File: src/design/i2scrs_pkg.sv
// Shared constants and lookup functions for the I2S clock ratio search unit.
// Holds the master clock table, the supported ratio list and field widths.
// No dependencies.
package i2scrs_pkg;

    localparam int CLOCK_ENTRIES = 18;
    localparam int TABLE_SIZE    = 18;
    localparam int ENTRY_COUNT   = (CLOCK_ENTRIES > TABLE_SIZE) ? TABLE_SIZE :
                                   ((CLOCK_ENTRIES < 1) ? 1 : CLOCK_ENTRIES);

    localparam int DATA_W   = 24;
    localparam int IDX_W    = 5;
    localparam int CODE_W   = 4;
    localparam int WIDTH_W  = 2;
    localparam int GRAN_W   = 6;
    localparam int LIST_SIZE = 9;

    localparam logic [IDX_W-1:0]   LAST_IDX    = IDX_W'(ENTRY_COUNT - 1);
    localparam logic [WIDTH_W-1:0] WIDTH_RESET = 2'd2;

    // output word layout, lowest bit first
    localparam int OUT_BITS = IDX_W + DATA_W + DATA_W + CODE_W + 1 + DATA_W;
    localparam int OUT_W    = ((OUT_BITS + 7) / 8) * 8;

    typedef logic [DATA_W-1:0] t_data;

    typedef struct packed {
        logic [CODE_W-1:0] code;
        logic              found;
    } t_ratio_lookup;

    function automatic t_data mclk_rom(input logic [IDX_W-1:0] idx);
        t_data freq;
        case (idx)
            5'd0:    freq = 24'd256000;
            5'd1:    freq = 24'd507937;
            5'd2:    freq = 24'd761905;
            5'd3:    freq = 24'd1000000;
            5'd4:    freq = 24'd1032258;
            5'd5:    freq = 24'd1066667;
            5'd6:    freq = 24'd1391304;
            5'd7:    freq = 24'd1523810;
            5'd8:    freq = 24'd2000000;
            5'd9:    freq = 24'd2133333;
            5'd10:   freq = 24'd2909091;
            5'd11:   freq = 24'd3200000;
            5'd12:   freq = 24'd4000000;
            5'd13:   freq = 24'd5333333;
            5'd14:   freq = 24'd6400000;
            5'd15:   freq = 24'd8000000;
            5'd16:   freq = 24'd10666667;
            5'd17:   freq = 24'd16000000;
            default: freq = 24'd256000;
        endcase
        return freq;
    endfunction

    function automatic t_data ratio_list(input int i);
        t_data r;
        case (i)
            0:       r = 24'd32;
            1:       r = 24'd48;
            2:       r = 24'd64;
            3:       r = 24'd96;
            4:       r = 24'd128;
            5:       r = 24'd192;
            6:       r = 24'd256;
            7:       r = 24'd384;
            default: r = 24'd512;
        endcase
        return r;
    endfunction

    // first match wins; not found gives code zero
    function automatic t_ratio_lookup lookup_ratio(input t_data ratio);
        t_ratio_lookup res;
        res.code  = '0;
        res.found = 1'b0;
        for (int i = LIST_SIZE - 1; i >= 0; i--) begin
            if (ratio == ratio_list(i)) begin
                res.code  = CODE_W'(i);
                res.found = 1'b1;
            end
        end
        return res;
    endfunction

endpackage

File: src/design/i2scrs_div.sv
// Shared restoring divider, one quotient bit per clock.
// Uses i2scrs_pkg for the operand width.
module i2scrs_div (
    input  logic                 i_clk,
    input  logic                 i_rst_n,
    input  logic                 i_start,
    input  i2scrs_pkg::t_data    i_num,
    input  i2scrs_pkg::t_data    i_den,
    output logic                 o_done,
    output i2scrs_pkg::t_data    o_quot
);

    localparam int CNT_W = $clog2(i2scrs_pkg::DATA_W);
    localparam logic [CNT_W-1:0] CNT_LAST = CNT_W'(i2scrs_pkg::DATA_W - 1);

    i2scrs_pkg::t_data r_num, r_den, r_rem;
    logic [CNT_W-1:0]  r_cnt;
    logic              r_busy, r_done;

    logic [i2scrs_pkg::DATA_W:0] w_trial;
    logic                        w_ge;

    assign w_trial = {r_rem, r_num[i2scrs_pkg::DATA_W-1]};
    assign w_ge    = (w_trial >= {1'b0, r_den});

    always_ff @(posedge i_clk) begin
        if (!i_rst_n) begin
            r_busy <= 1'b0;
            r_done <= 1'b0;
            r_cnt  <= '0;
        end else begin
            r_done <= 1'b0;
            if (i_start) begin
                r_busy <= 1'b1;
                r_cnt  <= '0;
            end else if (r_busy) begin
                r_cnt <= r_cnt + 1'b1;
                if (r_cnt == CNT_LAST) begin
                    r_busy <= 1'b0;
                    r_done <= 1'b1;
                end
            end
        end
    end

    always_ff @(posedge i_clk) begin
        if (i_start) begin
            r_num <= i_num;
            r_den <= i_den;
            r_rem <= '0;
        end else if (r_busy) begin
            // shift quotient bits in where numerator bits leave
            r_num <= {r_num[i2scrs_pkg::DATA_W-2:0], w_ge};
            r_rem <= w_ge ? i2scrs_pkg::DATA_W'(w_trial - {1'b0, r_den})
                          : w_trial[i2scrs_pkg::DATA_W-1:0];
        end
    end

    assign o_done = r_done;
    assign o_quot = r_num;

endmodule

File: src/design/i2s_clock_ratio_search_unit.sv
// Top level of the I2S clock ratio search unit: sequencer around one divider.
// Depends on i2scrs_pkg and i2scrs_div.
//
// For each requested sample rate the unit walks the master clock table, forms
// the rounded clock ratio and the achieved rate for every entry, and returns
// the entry with the smallest rate error (lowest index on a tie). The
// divisions of an entry, two when the raw ratio is at or below the granule
// and three otherwise, share one 24-bit restoring divider. The input is not
// ready during the search; a new word is taken while the previous result
// still waits at the output.
module i2s_clock_ratio_search_unit (
    input  logic                                i_clk,
    input  logic                                i_rst_n,
    input  logic                                i_cfg_wr_en,
    input  logic [i2scrs_pkg::WIDTH_W-1:0]      i_cfg_wr_data,
    input  logic                                i_s_tvalid,
    output logic                                o_s_tready,
    // [23:0] target_rate
    input  logic [i2scrs_pkg::DATA_W-1:0]       i_s_tdata,
    output logic                                o_m_tvalid,
    input  logic                                i_m_tready,
    // [4:0] clock_index, [28:5] master_clock_hz, [52:29] clock_ratio,
    // [56:53] ratio_code, [57] ratio_found, [81:58] achieved_rate, rest zero
    output logic [i2scrs_pkg::OUT_W-1:0]        o_m_tdata
);

    localparam logic [2:0] S_IDLE = 3'd0;
    localparam logic [2:0] S_D1   = 3'd1;
    localparam logic [2:0] S_D2   = 3'd2;
    localparam logic [2:0] S_D3   = 3'd3;
    localparam logic [2:0] S_FIN  = 3'd4;

    logic [2:0]                         r_state, n_state;
    logic [i2scrs_pkg::WIDTH_W-1:0]     r_width;
    logic [i2scrs_pkg::WIDTH_W-1:0]     r_w;
    i2scrs_pkg::t_data                  r_rate;
    logic [i2scrs_pkg::IDX_W-1:0]       r_idx;
    i2scrs_pkg::t_data                  r_best_err, r_best_ratio, r_best_rate;
    logic [i2scrs_pkg::IDX_W-1:0]       r_best_idx;
    i2scrs_pkg::t_data                  r_ratio, n_ratio;
    logic                               r_out_valid;
    logic [i2scrs_pkg::OUT_W-1:0]       r_out;

    logic                               w_accept;
    logic                               w_div_start, w_div_done;
    i2scrs_pkg::t_data                  w_div_num, w_div_den, w_quot;
    logic [i2scrs_pkg::GRAN_W-1:0]      w_gran;
    i2scrs_pkg::t_data                  w_gran_ext, w_round_num, w_rounded;
    logic [i2scrs_pkg::DATA_W+i2scrs_pkg::WIDTH_W-1:0] w_qw;
    i2scrs_pkg::t_data                  w_err, w_in_rate;
    logic [i2scrs_pkg::WIDTH_W-1:0]     w_in_width;
    logic                               w_better;
    i2scrs_pkg::t_ratio_lookup          w_lookup;
    logic                               w_out_free;

    assign w_accept   = i_s_tvalid && o_s_tready;
    assign o_s_tready = (r_state == S_IDLE);
    assign w_out_free = !r_out_valid || i_m_tready;

    // zero rate and zero width behave as one
    assign w_in_rate  = (i_s_tdata == '0) ? i2scrs_pkg::DATA_W'(1) : i_s_tdata;
    assign w_in_width = (r_width == '0) ? i2scrs_pkg::WIDTH_W'(1) : r_width;

    assign w_gran      = {r_w, 4'b0000};
    assign w_gran_ext  = i2scrs_pkg::DATA_W'(w_gran);
    assign w_round_num = w_quot + i2scrs_pkg::DATA_W'(w_gran[i2scrs_pkg::GRAN_W-1:1]);
    assign w_qw        = w_quot * r_w;
    assign w_rounded   = i2scrs_pkg::DATA_W'({w_qw, 4'b0000});

    assign w_err    = (w_quot > r_rate) ? (w_quot - r_rate) : (r_rate - w_quot);
    assign w_better = (r_idx == '0) || (w_err < r_best_err);
    assign w_lookup = i2scrs_pkg::lookup_ratio(r_best_ratio);

    i2scrs_div u_div (
        .i_clk   (i_clk),
        .i_rst_n (i_rst_n),
        .i_start (w_div_start),
        .i_num   (w_div_num),
        .i_den   (w_div_den),
        .o_done  (w_div_done),
        .o_quot  (w_quot)
    );

    always_comb begin
        n_state     = r_state;
        n_ratio     = r_ratio;
        w_div_start = 1'b0;
        w_div_num   = i2scrs_pkg::mclk_rom(r_idx);
        w_div_den   = r_rate;
        unique case (r_state)
            S_IDLE: begin
                if (w_accept) begin
                    w_div_start = 1'b1;
                    w_div_num   = i2scrs_pkg::mclk_rom('0);
                    w_div_den   = w_in_rate;
                    n_state     = S_D1;
                end
            end
            S_D1: begin
                if (w_div_done) begin
                    w_div_start = 1'b1;
                    if (w_quot > w_gran_ext) begin
                        w_div_num = w_round_num;
                        w_div_den = w_gran_ext;
                        n_state   = S_D2;
                    end else begin
                        n_ratio   = w_gran_ext;
                        w_div_den = w_gran_ext;
                        n_state   = S_D3;
                    end
                end
            end
            S_D2: begin
                if (w_div_done) begin
                    w_div_start = 1'b1;
                    n_ratio     = w_rounded;
                    w_div_den   = w_rounded;
                    n_state     = S_D3;
                end
            end
            S_D3: begin
                if (w_div_done) begin
                    if (r_idx == i2scrs_pkg::LAST_IDX) begin
                        n_state = S_FIN;
                    end else begin
                        w_div_start = 1'b1;
                        w_div_num   = i2scrs_pkg::mclk_rom(r_idx + 1'b1);
                        n_state     = S_D1;
                    end
                end
            end
            S_FIN: begin
                if (w_out_free) begin
                    n_state = S_IDLE;
                end
            end
            default: n_state = S_IDLE;
        endcase
    end

    always_ff @(posedge i_clk) begin
        if (!i_rst_n) begin
            r_state     <= S_IDLE;
            r_width     <= i2scrs_pkg::WIDTH_RESET;
            r_out_valid <= 1'b0;
        end else begin
            r_state <= n_state;
            if (i_cfg_wr_en) begin
                r_width <= i_cfg_wr_data;
            end
            if (r_state == S_FIN && w_out_free) begin
                r_out_valid <= 1'b1;
            end else if (i_m_tready) begin
                r_out_valid <= 1'b0;
            end
        end
    end

    always_ff @(posedge i_clk) begin
        r_ratio <= n_ratio;
        if (w_accept) begin
            r_rate <= w_in_rate;
            r_w    <= w_in_width;
            r_idx  <= '0;
        end
        if (r_state == S_D3 && w_div_done) begin
            if (w_better) begin
                r_best_err   <= w_err;
                r_best_idx   <= r_idx;
                r_best_ratio <= r_ratio;
                r_best_rate  <= w_quot;
            end
            r_idx <= r_idx + 1'b1;
        end
        if (r_state == S_FIN && w_out_free) begin
            r_out <= i2scrs_pkg::OUT_W'({r_best_rate, w_lookup.found, w_lookup.code,
                                        r_best_ratio, i2scrs_pkg::mclk_rom(r_best_idx),
                                        r_best_idx});
        end
    end

    assign o_m_tvalid = r_out_valid;
    assign o_m_tdata  = r_out;

endmodule

File: config.mk
export PLATFORM = sky130hd
export DESIGN_NAME = i2s_clock_ratio_search_unit
export DESIGN_NICKNAME = d
export VERILOG_FILES = /design/src/design/i2scrs_pkg.sv /design/src/design/i2scrs_div.sv /design/src/design/i2s_clock_ratio_search_unit.sv
export SDC_FILE = /design/constraint.sdc
export NUM_CORES = 1
export LEC_CHECK = 0
export ABC_AREA = 1
export BUFFER_PORTS_ARGS = -buffer_cell sky130_fd_sc_hd__buf_2
export CAP_MARGIN = 20
export CORE_ASPECT_RATIO = 1.2
export CORE_MARGIN = 1
export CORE_UTILIZATION = 55
export CTS_BUF_LIST = sky130_fd_sc_hd__clkbuf_4 sky130_fd_sc_hd__clkbuf_8 sky130_fd_sc_hd__clkbuf_16
export CTS_CLUSTER_SIZE = 20
export DETAILED_ROUTE_END_ITERATION = 12
export HOLD_SLACK_MARGIN = 0.06
export PLACE_DENSITY = 0.77
export SLEW_MARGIN = 20
export SYNTH_ARGS = -nofsm -noshare
export SYNTH_HDL_FRONTEND = slang
export SYNTH_SLANG_ARGS = --single-unit
export TNS_END_PERCENT = 50
File: constraint.sdc
create_clock -name i_clk -period 11 [get_ports i_clk]
set_input_delay 1.1 -clock i_clk [delete_from_list [all_inputs] [get_ports i_clk]]
set_output_delay 1.1 -clock i_clk [all_outputs]
set_load 0.02 [all_outputs]
Word-level counts from Yosys, hierarchy flattened
Memories as Yosys holds them, arrays and structs flattened. A register that Yosys moved wholly into a read port is not among the register bits.
Index checks and enable logic that the tools add are counted.
{"block": "totals", "regBits": 299, "mem_bits_ro": 2304, "output_inout_bits": 90, "mem_count": 3}
{"name": "(no name shown)", "words": 32, "width": 24, "read_ports": 1, "rd_ports_with_merged_regs": 1, "write_ports": 0, "line_no": "i2scrs_pkg.sv:34", "text": "case (idx)"}
{"name": "(no name shown)", "words": 32, "width": 24, "read_ports": 1, "rd_ports_with_merged_regs": 1, "write_ports": 0, "line_no": "i2scrs_pkg.sv:34"}
{"name": "(no name shown)", "words": 32, "width": 24, "read_ports": 1, "rd_ports_with_merged_regs": 0, "write_ports": 0, "line_no": "i2scrs_pkg.sv:34"}
{"block": "classes", "addsub": 6, "mul": 1, "n_lt_le_gt_ge": 4, "n_eq_ne": 21, "muxes": 49, "bitwise_logic": 2, "n_reduce_logical": 23}
{"cell": "$mux 24", "count": 16}
{"cell": "$pmux 24 s3", "count": 2}
{"cell": "$sub 24x24->24", "count": 3}
{"cell": "$eq 24x6->1 const B", "count": 2}
{"cell": "$eq 24x7->1 const B", "count": 2}
{"cell": "$eq 24x8->1 const B", "count": 2}
{"cell": "$eq 24x9->1 const B", "count": 2}
{"cell": "$pmux 24 s2", "count": 1}
{"cell": "$ge 25x24->1", "count": 1}
{"cell": "$add 24x5->24", "count": 1}
{"cell": "$eq 24x10->1 const B", "count": 1}
{"cell": "$gt 24x24->1", "count": 1}
{"cell": "$gt 24x6->1", "count": 1}
{"cell": "$logic_not 24->1", "count": 1}
{"cell": "$lt 24x24->1", "count": 1}
{"cell": "$mul 24x2->20", "count": 1}
{"cell": "$mux 3", "count": 8}
{"cell": "$mux 5", "count": 4}
{"cell": "$mux 4", "count": 4}
{"cell": "$pmux 3 s5", "count": 1}
{"cell": "$mux 1", "count": 11}
{"cell": "$add 5x1->5 const B", "count": 2}
{"cell": "$eq 5x5->1 const B", "count": 2}
{"cell": "$ne 2x1->1 const B", "count": 4}
{"cell": "other kinds (21)", "count": 32}

Longest topological paths before layout
Gate-level depths: netlist (run 1).
{"block": "logic_depth", "depth_word": 9, "mapped_depth": 25, "ltp_nobuf": 23}

By module
From an unflattened synthesis (run 1), not the netlist that was laid out.
{"block": "hier_totals", "cells_unflattened": 3137, "area_unflattened_um2": 22074.9}
{"module": "i2s_clock_ratio_search_unit", "n_inst": 1, "cells_per_inst": 2394, "area_each_um2": 16915.0}
{"module": "i2scrs_div", "n_inst": 1, "cells_per_inst": 743, "area_each_um2": 5159.9}

Worst setup path before layout (run 1)
Ideal clock, no wire load.
{"block": "synth_timing", "path_type": "register to register", "from": "reg u_div.r_num[13] (netlist: u_div.o_quot[13])", "to": "reg r_best_err[0] (enable)", "setup_ps": 528, "t_arrival_ps": 6424, "setup_slack_ps": 4047, "stages_incl_launch_ff": 22, "period_less_slack_ps": 6953, "path_cell_list": "edfxtp_1 ha_1 clkbuf_1 nand2_1 nor2_2 inv_2 nor3_2 nand3_1 nand3_1 nand2_2 inv_2 buf_2 nand2_1 nand2_1 inv_1 ha_1 a21oi_1 o21ai_0 a21oi_1 o21a_1 nand2_1 a21oi_1"}
{"block": "synth_between", "elab_chain_len": 5}
{"element": "start: declaration", "line_no": "i2scrs_div.sv:16", "text": "i2scrs_pkg::t_data r_num, r_den, r_rem;"}
{"element": "start signal: assignment", "line_no": "i2scrs_div.sv:48", "text": "r_num <= i_num;"}
{"element": "start signal: assignment", "line_no": "i2scrs_div.sv:53", "text": "r_num <= {r_num[i2scrs_pkg::DATA_W-2:0], w_ge};"}
{"element": "$sub 24x24->24 / $gt 24x24->1 (equally long branches)", "line_no": "i2s_clock_ratio_search_unit.sv:70", "text": "assign w_err = (w_quot > r_rate) ? (w_quot - r_rate) : (r_rate - w_quot);"}
{"element": "$mux 24 *", "line_no": "i2s_clock_ratio_search_unit.sv:70"}
{"element": "net w_err[23]", "line_no": "i2s_clock_ratio_search_unit.sv:50", "text": "i2scrs_pkg::t_data w_err, w_in_rate;"}
{"element": "$lt 24x24->1 *", "line_no": "i2s_clock_ratio_search_unit.sv:71", "text": "assign w_better = (r_idx == '0) || (w_err < r_best_err);"}
{"element": "$logic_or 1x1->1 *", "line_no": "i2s_clock_ratio_search_unit.sv:71"}
{"element": "$reduce_and 2->1 (no source line) *"}
{"element": "end signal: assignment", "line_no": "i2s_clock_ratio_search_unit.sv:168", "text": "r_best_err <= w_err;"}
{"element": "end: declaration", "line_no": "i2s_clock_ratio_search_unit.sv:38", "text": "i2scrs_pkg::t_data r_best_err, r_best_ratio, r_best_rate;"}
The timed path passes the listed nets; every way through them passes the cells marked *.
A chain may end at the register's enable or synchronous reset.

Worst setup path after layout (run 1)
{"block": "layout_timing", "from": "reg u_div.r_num[14] (netlist: u_div.o_quot[14])", "to": "reg r_best_rate[17] (enable)"}
{"block": "layout_between", "elab_chain_len": 5}
{"element": "$sub 24x24->24 / $gt 24x24->1 (equally long branches)", "line_no": "i2s_clock_ratio_search_unit.sv:70"}
{"element": "$mux 24 *", "line_no": "i2s_clock_ratio_search_unit.sv:70"}
{"element": "net w_err[23]", "line_no": "i2s_clock_ratio_search_unit.sv:50"}
{"element": "$lt 24x24->1 *", "line_no": "i2s_clock_ratio_search_unit.sv:71"}
{"element": "$logic_or 1x1->1 *", "line_no": "i2s_clock_ratio_search_unit.sv:71"}
{"element": "$reduce_and 2->1 (no source line) *"}
{"element": "end signal: assignment", "line_no": "i2s_clock_ratio_search_unit.sv:171", "text": "r_best_rate <= w_quot;"}
{"element": "end: declaration", "line_no": "i2s_clock_ratio_search_unit.sv:38"}
Marked as above.

==> results.py, run 1 <==
metrics = {
    "run_status": {
        "status": "finished, final reports clean",
    },
    "layout": {
        "syn2layout_area_growth_pct": 10.0,
        "instances_no_fill": 3409,
        "layout-drive-gt1-share_pct": 7.60,
        "register_area_um2": 8490,
        "nNetsFinal": 3090,
        "n_fill_cell": 3404,
        "finalInstanceArea_um2": 23100,
        "utilization_pct": 62.0,
        "multiInputGateArea_um2": 10500,
        "antenna-diode-count": 0,
    },
    "setup_path": {
        "slowest_stage": "a21oi_4",
        "worstSetupEndpointType": "register",
        "cp_top_family": "simple AND/OR/NAND/NOR gates",
        "critPathLaunchType": "register",
        "worstPathRequired_ps": 11160,
        "ff2ff_setup_slack_ps": 5080,
        "reg2reg_depth": 20,
        "cpMostUsedCell": "nand2_1",
        "path_class": "reg -> reg",
        "cp_num_buf_inv": 4,
        "cp_data_arrival_time_ps": 6080,
        "crit_chain": "ha_1 -> nand2_1 -> nor2_2 -> inv_2 -> nor3_2 -> nand3_1 -> nand3_1 -> nand2_2 -> inv_2 -> nand2_1 -> nand2_1 -> inv_1 -> ha_1 -> a21oi_1 -> o21ai_0 -> a21oi_1 -> o21a_1 -> nand2_1 -> a21oi_4 -> buf_4",
        "r2r-end": "r_best_rate[17]",
        "critPathMaxStageDelay_ps": 800,
        "critical_path.max_fanout": 46,
        "rr_startpoint": "u_div.o_quot[14]",
    },
    "power_and_ir_drop": {
        "cellLeakagePower_nw": 11.1,
        "swShare_pct": 51.8,
        "power.density_nw_per_um2": 340,
        "combPwrFrac_pct": 59.9,
        "irDropWorstVdd_v": 0.000304,
        "finalPower_mw": 7.85,
        "p_sw_mw": 4.06,
        "seqPwrFrac_pct": 24.8,
        "p_int_mw": 3.78,
        "clkPwrFrac_pct": 15.3,
    },
    "hold_path": {
        "whs_endpoint": "o_m_tdata[76]",
        "min_delay_path_depth": 0,
        "min_path_type": "reg -> reg",
        "hp-start": "r_best_rate[18]",
    },
    "placed_design": {
        "dp_slack_ps": 5060,
        "port_buffers": 110,
        "place_hpwl_mm": 55.5,
        "gp_congestion": 0.991,
        "placed_cell_area_um2": 21900,
        "post-place-cells": 3344,
    },
    "floorplan": {
        "start_util_pct": 56.4,
        "core_area_um2": 37200,
        "rows": 77,
        "io-pin-count": 121,
        "die_w_um": 180,
        "die_h_um": 216,
        "dieArea_um2": 38900,
    },
    "synth": {
        "synth_seq_area_share_pct": 40.5,
        "synth-edff-count": 226,
        "synth_top_area_share_pct": 32.4,
        "ys_top_cells_by_area": "edfxtp_1 (32%), nand2_1 (14%), ha_1 (8.7%)",
        "synth.distinct_cells": 59,
        "synthArstFlopShare_pct": 0,
        "synthCells": 2817,
        "ys_ff_latch": 311,
        "synth_top_area_cell": "edfxtp_1",
        "syn_area_um2": 21000,
        "avgSynthCellArea_um2": 7.44,
        "yosysWarnings": 0,
        "synth_top_flop_cell": "edfxtp_1",
    },
    "sta": {
        "fin_tns_setup_ps": 0,
        "drv_slew": 0,
        "relSlewSlack_pct": 26.6,
        "holdWs_ps": 416,
        "setup_slack_ps": 5080,
        "post-route-min-period_ps": 5920,
        "hold_viol": 0,
        "clock.fmax_ghz": 0.169,
        "skew_ps": 20.8,
        "rsz0062_at_grt": "no",
        "setup_violations": 0,
        "worst-slew-pin-transition_ps": 1090,
        "finalCritPeriodShare_pct": 53.8,
    },
    "route": {
        "dr_total_vias": 19700,
        "drt_iter0_drc": 2063,
        "wl_mm": 70.5,
        "drtPass1Iterations": 6,
        "final_antenna_net_count": 0,
        "wl_per_cell_um": 20.7,
        "viasPerCell": 5.77,
        "drc": 0,
    },
    "global_routing": {
        "grt_max_degree": 78,
        "track_usage_pct": 35.9,
        "first_global_vias": 18900,
        "antenna_found_initial": 1,
        "grt_pass1_wl_mm": 107,
        "overflow": 0,
    },
    "cts": {
        "htreeDepth": 2,
        "cts-root-buf": "clkbuf_16",
        "cts_sinks": 311,
        "cts_setup_buffers": 0,
        "ctsResizeCount": 0,
        "cts_buffers": 35,
        "clk_latency_ps": 540,
        "clk_pin_slew_ps": 70,
        "cts_tree": "done",
        "clock_path_buffers": 3,
        "holdBufCountCts": 0,
    },
    "flow_run": {
        "maxCapViolCount": 0,
    },
}
## power groups by stage
stage               clock (mW)  sequential (mW)  combinational (mW)
global placement             0             1.94                4.54
global route              1.25             1.97                5.18
detailed placement           0             1.96                4.56
CTS                       1.21             1.93                4.59
finish                    1.20             1.95                4.70
floorplan                    0             1.91                3.16
## layout make-up
class,count,share of cell area (%)
sequential,311,36.8
multi-input combinational,1996,45.5
timing repair buffer,126,2.92
inverter,438,7.14
clock inverter,19,0.781
tap,474,2.57
clock buffer,45,4.28
## worst max-delay path by stage
stage / startpoint / to / slack, ps / cells after the start
global route: u_div.o_quot[6] / r_best_rate[17] / 4580 / 20
CTS: u_div.o_quot[6] / r_best_rate[14] / 5070 / 20
finish: u_div.o_quot[14] / r_best_rate[17] / 5080 / 20
global placement: u_div.o_quot[6] / r_best_ratio[5] / 5170 / 20
floorplan: u_div.o_quot[13] / r_best_err[0] / 4050 / 21
detailed placement: u_div.o_quot[6] / r_best_ratio[4] / 5060 / 20
## per-layer routing
layer / vias up / GRT usage, % / share of wire (%)
li1: 9375 / - / -
met1: 9075 / 43.9 / 39
met2: 987 / 58.8 / 45
met3: 216 / 4.20 / 7.0
met4: 0 / 26.4 / 8.3
met5: - / 0 / 0
## placed cells by master, fill, tap and decap left out, drive strengths merged, types with 12 or more instances in the layout
| master | netlist | final |
|---|---|---|
| a21oi | 162 | 162 |
| buf | 45 | 126 |
| clkbuf | 36 | 45 |
| dfxtp | 85 | 85 |
| edfxtp | 226 | 226 |
| ha | 146 | 146 |
| inv | 438 | 443 |
| nand2 | 806 | 806 |
| nand3 | 175 | 175 |
| nand4 | 74 | 74 |
| nor2 | 278 | 278 |
| nor3 | 25 | 25 |
| o211ai | 26 | 26 |
| o21a | 12 | 12 |
| o21ai | 161 | 161 |
| xor2 | 44 | 44 |
## synthesized netlist by cell type (all sizes together), types with 8 or more instances
library cell and count:
o21a 12, nand4 74, ha 146, o22ai 8, buf 45, nand3 175, inv 438, xor2 44
nor3 25, o21ai 161, clkbuf 36, xnor2 10, nand3b 8, dfxtp 85, nor2 278, nand2 806
edfxtp 226, o211ai 26, a21oi 162
## logic make-up after synthesis
logic type / Yosys count / synth area share (%)
fa+ha+maj: 151 / 9.19
buf+inv: 519 / 9.75
simple gates: 1379 / 27.5
xor+xnor: 54 / 2.26
compound gates: 402 / 10.7
flops: 311 / 40.5
other cells: 1 / 0.0179
## registers in the layout, summed over array words and instances (netlist names), named ones only
signal and cells:
r_best_rate 24, r_width 2, u_div.o_done 1, u_div.r_busy 1, r_state 3, u_div.o_quot 24
u_div.r_rem 24, r_best_idx 5, o_m_tvalid 1, r_ratio 20, u_div.r_cnt 5, o_m_tdata 78
r_w 2, u_div.r_den 24, r_idx 5, r_best_ratio 20, r_best_err 24, r_rate 24
Note: power is estimated with default switching activity, not from simulation.
==> run 2, diff against run 1 <==
- PLACE_DENSITY: 0.77 -> 0.8
- clock period: 11 -> 4.7 ns (I/O delays scaled with it)
==> run 2 against run 1 <==
  * Highest routed layer is now met5
  * Non-clock buffer count is 45 higher
  * Die area stayed put
  * Via count is 0.95% higher
  * Power is 140% higher
  * Critical path depth stayed put
  * Clock power is 140% higher
  * Sequential power is 120% higher
  * Clock-buffer cell count stayed put
==> results.py, run 2 (synthesized netlist as in run 1, its figures left out) <==
metrics = {
    "run_status": {
        "status": "finished, final reports clean",
    },
    "hold_path": {
        "min_path_type": "in -> reg",
    },
    "sta": {
        "worst-slew-pin-transition_ps": 1270,
        "setup_slack_ps": 410,
        "fin_tns_setup_ps": 0,
        "post-route-min-period_ps": 4290,
        "hold_viol": 0,
        "finalCritPeriodShare_pct": 91.3,
        "skew_ps": 18.1,
        "setup_violations": 0,
        "drv_slew": 0,
        "clock.fmax_ghz": 0.233,
        "rsz0062_at_grt": "no",
        "relSlewSlack_pct": 14.8,
    },
    "route": {
        "drtPass1Iterations": 6,
        "final_antenna_net_count": 0,
        "drt_iter0_drc": 2024,
        "wl_per_cell_um": 21.1,
        "dr_total_vias": 19800,
        "viasPerCell": 5.74,
        "wl_mm": 72.8,
        "drc": 0,
    },
    "global_routing": {
        "antenna_found_initial": 2,
        "first_global_vias": 19300,
        "track_usage_pct": 37.5,
        "grt_max_degree": 50,
        "overflow": 0,
        "grt_pass1_wl_mm": 110,
        "busiest_layer": "met2",
        "met3_usage_pct": 5.97,
        "use_met1_pct": 43.0,
        "met2_usage_pct": 63.9,
    },
    "setup_path": {
        "critPathLaunchType": "register",
        "worstSetupEndpointType": "register",
        "cp_data_arrival_time_ps": 4520,
        "path_class": "reg -> reg",
        "worstPathRequired_ps": 4930,
        "critical_path.max_fanout": 24,
    },
    "cts": {
        "ctsResizeCount": 0,
        "cts-root-buf": "clkbuf_16",
        "clock_path_buffers": 3,
        "cts_buffers": 35,
        "holdBufCountCts": 0,
        "clk_latency_ps": 570,
        "cts_sinks": 311,
        "cts_setup_buffers": 0,
        "cts_tree": "done",
        "htreeDepth": 2,
        "clk_pin_slew_ps": 60,
    },
    "placed_design": {
        "gp_congestion": 1.07,
        "dp_slack_ps": 511,
        "place_hpwl_mm": 57.7,
        "port_buffers": 110,
    },
    "layout": {
        "layout-drive-gt1-share_pct": 9.03,
        "nNetsFinal": 3135,
        "final_cell_mix": "nand2_1 (799), inv_1 (430), nor2_1 (269), edfxtp_1 (226), nand3_1 (174)",
        "largest_reg_flops": 78,
        "final_common_cell": "nand2_1",
        "n_fill_cell": 3330,
        "antenna-diode-count": 0,
        "syn2layout_area_growth_pct": 11.9,
    },
    "power_and_ir_drop": {
        "irDropWorstVdd_v": 0.000760,
        "power.density_nw_per_um2": 813,
        "cellLeakagePower_nw": 11.3,
    },
    "floorplan": {
        "rows": 77,
        "io-pin-count": 121,
        "start_util_pct": 56.4,
        "core_area_um2": 37200,
        "dieArea_um2": 38900,
        "die_w_um": 180,
        "die_h_um": 216,
    },
    "flow_run": {
        "maxCapViolCount": 0,
    },
}
run 2: cell types whose count changed in the layout (fill, tap and decap cells not counted), sizes merged:
cell      previous run  this run
buf                126       171
clkinv              10         7
bufinv               2         3
clkinvlp             2         3
inv                443       444
run 2: cell type report:
cell class / instances / area, um^2 / share of cell area, %
Tap cell: 474 / 593 / 2.53
Clock inverter: 19 / 203 / 0.865
Sequential cell: 311 / 8490 / 36.2
Clock buffer: 45 / 1010 / 4.31
Inverter: 438 / 1650 / 7.02
Multi-Input combinational cell: 1996 / 10500 / 44.7
Timing Repair Buffer: 171 / 1020 / 4.35
run 2: critical path, stage by stage (launching register included):
cell and delay [ps]:
edfxtp_1 530, ha_1 510, nand2_1 160, nor2_2 170, inv_2 60, nor3_2 220
nand3_1 130, nand3_1 100, nand2_2 80, inv_2 310, nand2_1 90, nand2_1 80
inv_1 50, ha_1 280, a21oi_1 130, o21ai_0 110, a21oi_1 200, o21a_1 140
nand2_1 80, a21oi_4 160, buf_4 340
run 2: final timing paths:
kind | slack [ps] | endpoint | start | depth (start not counted)
worst max-delay path | 410 | r_best_err[3] | u_div.o_quot[12] | 20
worst min-delay path | 130 | r_width[1] | i_cfg_wr_data[1] | 3
worst max register to register | 410 | r_best_err[3] | u_div.o_quot[12] | 20
worst min register to register | 410 | o_m_tdata[59] | r_best_rate[1] | 0
run 2: metal layers:
layer / vias to the layer above / part of all wire, %
li1: 9450 / -
met3: 238 / 7.3
met2: 957 / 47
met1: 9193 / 38
met5: - / 0.011
met4: 2 / 7.9
run 2: stage by stage:
stage | utilization (%) | power (mW) | cells | instance area (um^2) | hold slack (ps)
floorplan | - | 11.9 | 2826 | 21000 | 400
global placement | 59.8 | 15.8 | 3390 | 22200 | 402
detailed placement | 59.8 | 15.8 | 3390 | 22200 | 405
CTS | 63.0 | 18.8 | 3454 | 23400 | 125
global route | 63.0 | 20.4 | 3454 | 23400 | 131
finish | 63.0 | 19.1 | 3454 | 23400 | 131
run 2: report_power, final:
group	internal [mW]	switching [mW]	total (mW)
registers	3.94	0.404	4.35
logic	3.56	8.27	11.8
clock network	1.71	1.18	2.89
total	9.21	9.86	19.1
==> run 3, diff against run 2 <==
- BUFFER_PORTS_ARGS: -buffer_cell sky130_fd_sc_hd__buf_2 -> not set
- DONT_BUFFER_PORTS: not set -> 1
- PLACE_DENSITY: 0.8 -> 0.77
- TNS_END_PERCENT: 50 -> 1
==> run 3 against run 2 <==
  * Critical path depth fell by 1
  * Die area unchanged
  * Register-to-register slack worse by 200 ps
  * Cell count decreased by 3.1%
  * Highest routed layer is now met4
  * First-iteration DRC count shrank 7.8%
  * Routed wire length decreased by 4.4%
  * Sequential share of layout area rose by 0.87 points
  * Power fell by 2.7%
  * Via count shrank 2.1%
  * Clock skew grew 25 ps
  * Setup slack worse by 200 ps
  * Critical endpoint is now r_best_idx[4]
==> results.py, run 3 (synthesized netlist as in run 1, its figures left out) <==
metrics = {
    "cts": {
        "cts_tree": "done",
        "htreeDepth": 2,
        "cts_sinks": 311,
        "clk_pin_slew_ps": 70,
        "clk_latency_ps": 580,
        "cts-root-buf": "clkbuf_16",
        "ctsResizeCount": 0,
        "clock_path_buffers": 3,
        "cts_buffers": 34,
        "cts_setup_buffers": 0,
    },
    "sta": {
        "fin_tns_setup_ps": 0,
        "setup_slack_ps": 207,
        "holdWs_ps": 89.1,
        "clock.fmax_ghz": 0.223,
        "finalCritPeriodShare_pct": 95.6,
        "worst-slew-pin-transition_ps": 1160,
        "post-route-min-period_ps": 4490,
        "relSlewSlack_pct": 22.0,
        "drv_slew": 0,
        "hold_viol": 0,
        "skew_ps": 43.5,
        "rsz0062_at_grt": "yes",
        "setup_violations": 0,
    },
    "power_and_ir_drop": {
        "swShare_pct": 51.5,
        "clkPwrFrac_pct": 15.0,
        "cellLeakagePower_nw": 10.9,
        "p_int_mw": 9.00,
        "irDropWorstVdd_v": 0.000667,
        "seqPwrFrac_pct": 24.6,
        "power.density_nw_per_um2": 810,
        "combPwrFrac_pct": 60.5,
        "finalPower_mw": 18.5,
        "p_sw_mw": 9.54,
    },
    "global_routing": {
        "overflow": 0,
        "grt_max_degree": 53,
        "antenna_found_initial": 0,
        "track_usage_pct": 35.9,
        "first_global_vias": 18500,
        "grt_pass1_wl_mm": 106,
    },
    "layout": {
        "nNetsFinal": 3029,
        "final_cell_mix": "nand2_1 (799), inv_1 (430), nor2_1 (269), edfxtp_1 (226), nand3_1 (174)",
        "utilization_pct": 61.6,
        "instances_no_fill": 3346,
        "antenna-diode-count": 0,
        "layout-drive-gt1-share_pct": 5.40,
        "largest_reg_flops": 78,
        "finalInstanceArea_um2": 22900,
        "final_common_cell": "nand2_1",
        "syn2layout_area_growth_pct": 9.23,
        "n_fill_cell": 3431,
    },
    "placed_design": {
        "dp_slack_ps": 344,
        "port_buffers": 0,
        "gp_congestion": 1.07,
        "place_hpwl_mm": 55.6,
        "post-place-cells": 3278,
        "placed_cell_area_um2": 21700,
    },
    "setup_path": {
        "cp_data_arrival_time_ps": 4710,
        "critPathLaunch": "u_div.o_quot[21]",
        "critPathLaunchType": "register",
        "path_class": "reg -> reg",
        "rr_startpoint": "u_div.o_quot[21]",
        "worstSetupEndpointType": "register",
        "ff2ff_setup_slack_ps": 210,
        "worstPathRequired_ps": 4910,
        "critical_path.max_fanout": 49,
    },
    "route": {
        "wl_met1_mm": 26.8,
        "wl_mm": 69.6,
        "wl_met2_mm": 32.0,
        "drc": 0,
        "dr.max_layer_used": "met4",
        "wl_per_cell_um": 20.8,
        "viasPerCell": 5.80,
        "wl_met3_mm": 5.07,
        "drtPass1Iterations": 8,
        "final_antenna_net_count": 0,
        "drt_iter0_drc": 1866,
        "dr_total_vias": 19400,
    },
    "hold_path": {
        "hp-start": "i_s_tdata[6]",
        "min_path_type": "in -> reg",
    },
    "floorplan": {
        "die_w_um": 180,
        "core_area_um2": 37200,
        "die_h_um": 216,
        "rows": 77,
        "start_util_pct": 56.4,
        "io-pin-count": 121,
        "dieArea_um2": 38900,
    },
    "run_status": {
        "status": "finished, final reports clean",
    },
    "flow_run": {
        "maxCapViolCount": 0,
    },
}
[run 3: repair_timing]
action / in CTS / in global routing
endpoints found under the hold margin: 8 / 0
setup endpoints to repair: 0 / 48
hold buffers: 7 / 0
[run 3: layout make-up]
cell class / instances / area (um^2) / share of cell area (%)
Clock buffer: 41 / 956 / 4.18
Clock inverter: 20 / 200 / 0.874
Inverter: 438 / 1650 / 7.19
Multi-Input combinational cell: 1996 / 10500 / 45.8
Sequential cell: 311 / 8490 / 37.1
Tap cell: 474 / 593 / 2.59
Timing Repair Buffer: 66 / 526 / 2.30
[run 3: power groups by stage]
stage / Combinational (mW) / Sequential [mW] / Clock [mW]
floorplan: 7.40 / 4.47 / 0
global placement: 10.8 / 4.57 / 0
detailed placement: 10.9 / 4.60 / 0
CTS: 11.0 / 4.54 / 2.82
global route: 12.3 / 4.59 / 2.91
finish: 11.2 / 4.55 / 2.77
[run 3: path summary, 6_finish.rpt]
path                      to  cells after the start
max            r_best_idx[4]                     19
min                r_rate[6]                      2
max reg2reg    r_best_idx[4]                     19
min reg2reg  r_best_ratio[6]                      0
[run 3: worst max-delay path, stage by stage, from the launching register on]
cell and delay (ps):
edfxtp_1 530, ha_1 470, nand2_1 140, nor3_1 320, and2_1 260, nand3_1 100
nand3_1 110, nand2_2 140, inv_2 310, nand2_1 80, nand2_1 70, inv_1 50
ha_1 310, a21oi_1 140, o21ai_0 110, a21oi_1 190, o21a_1 150, nand2_1 110
a21oi_4 190, buf_12 270
[run 3: routing by layer]
layer  global-route usage (%)  vias up
met3                     5.10      209
li1                         -     9255
met2                     58.9      989
met5                        0        -
met1                     43.4     8963
met4                     26.2        0
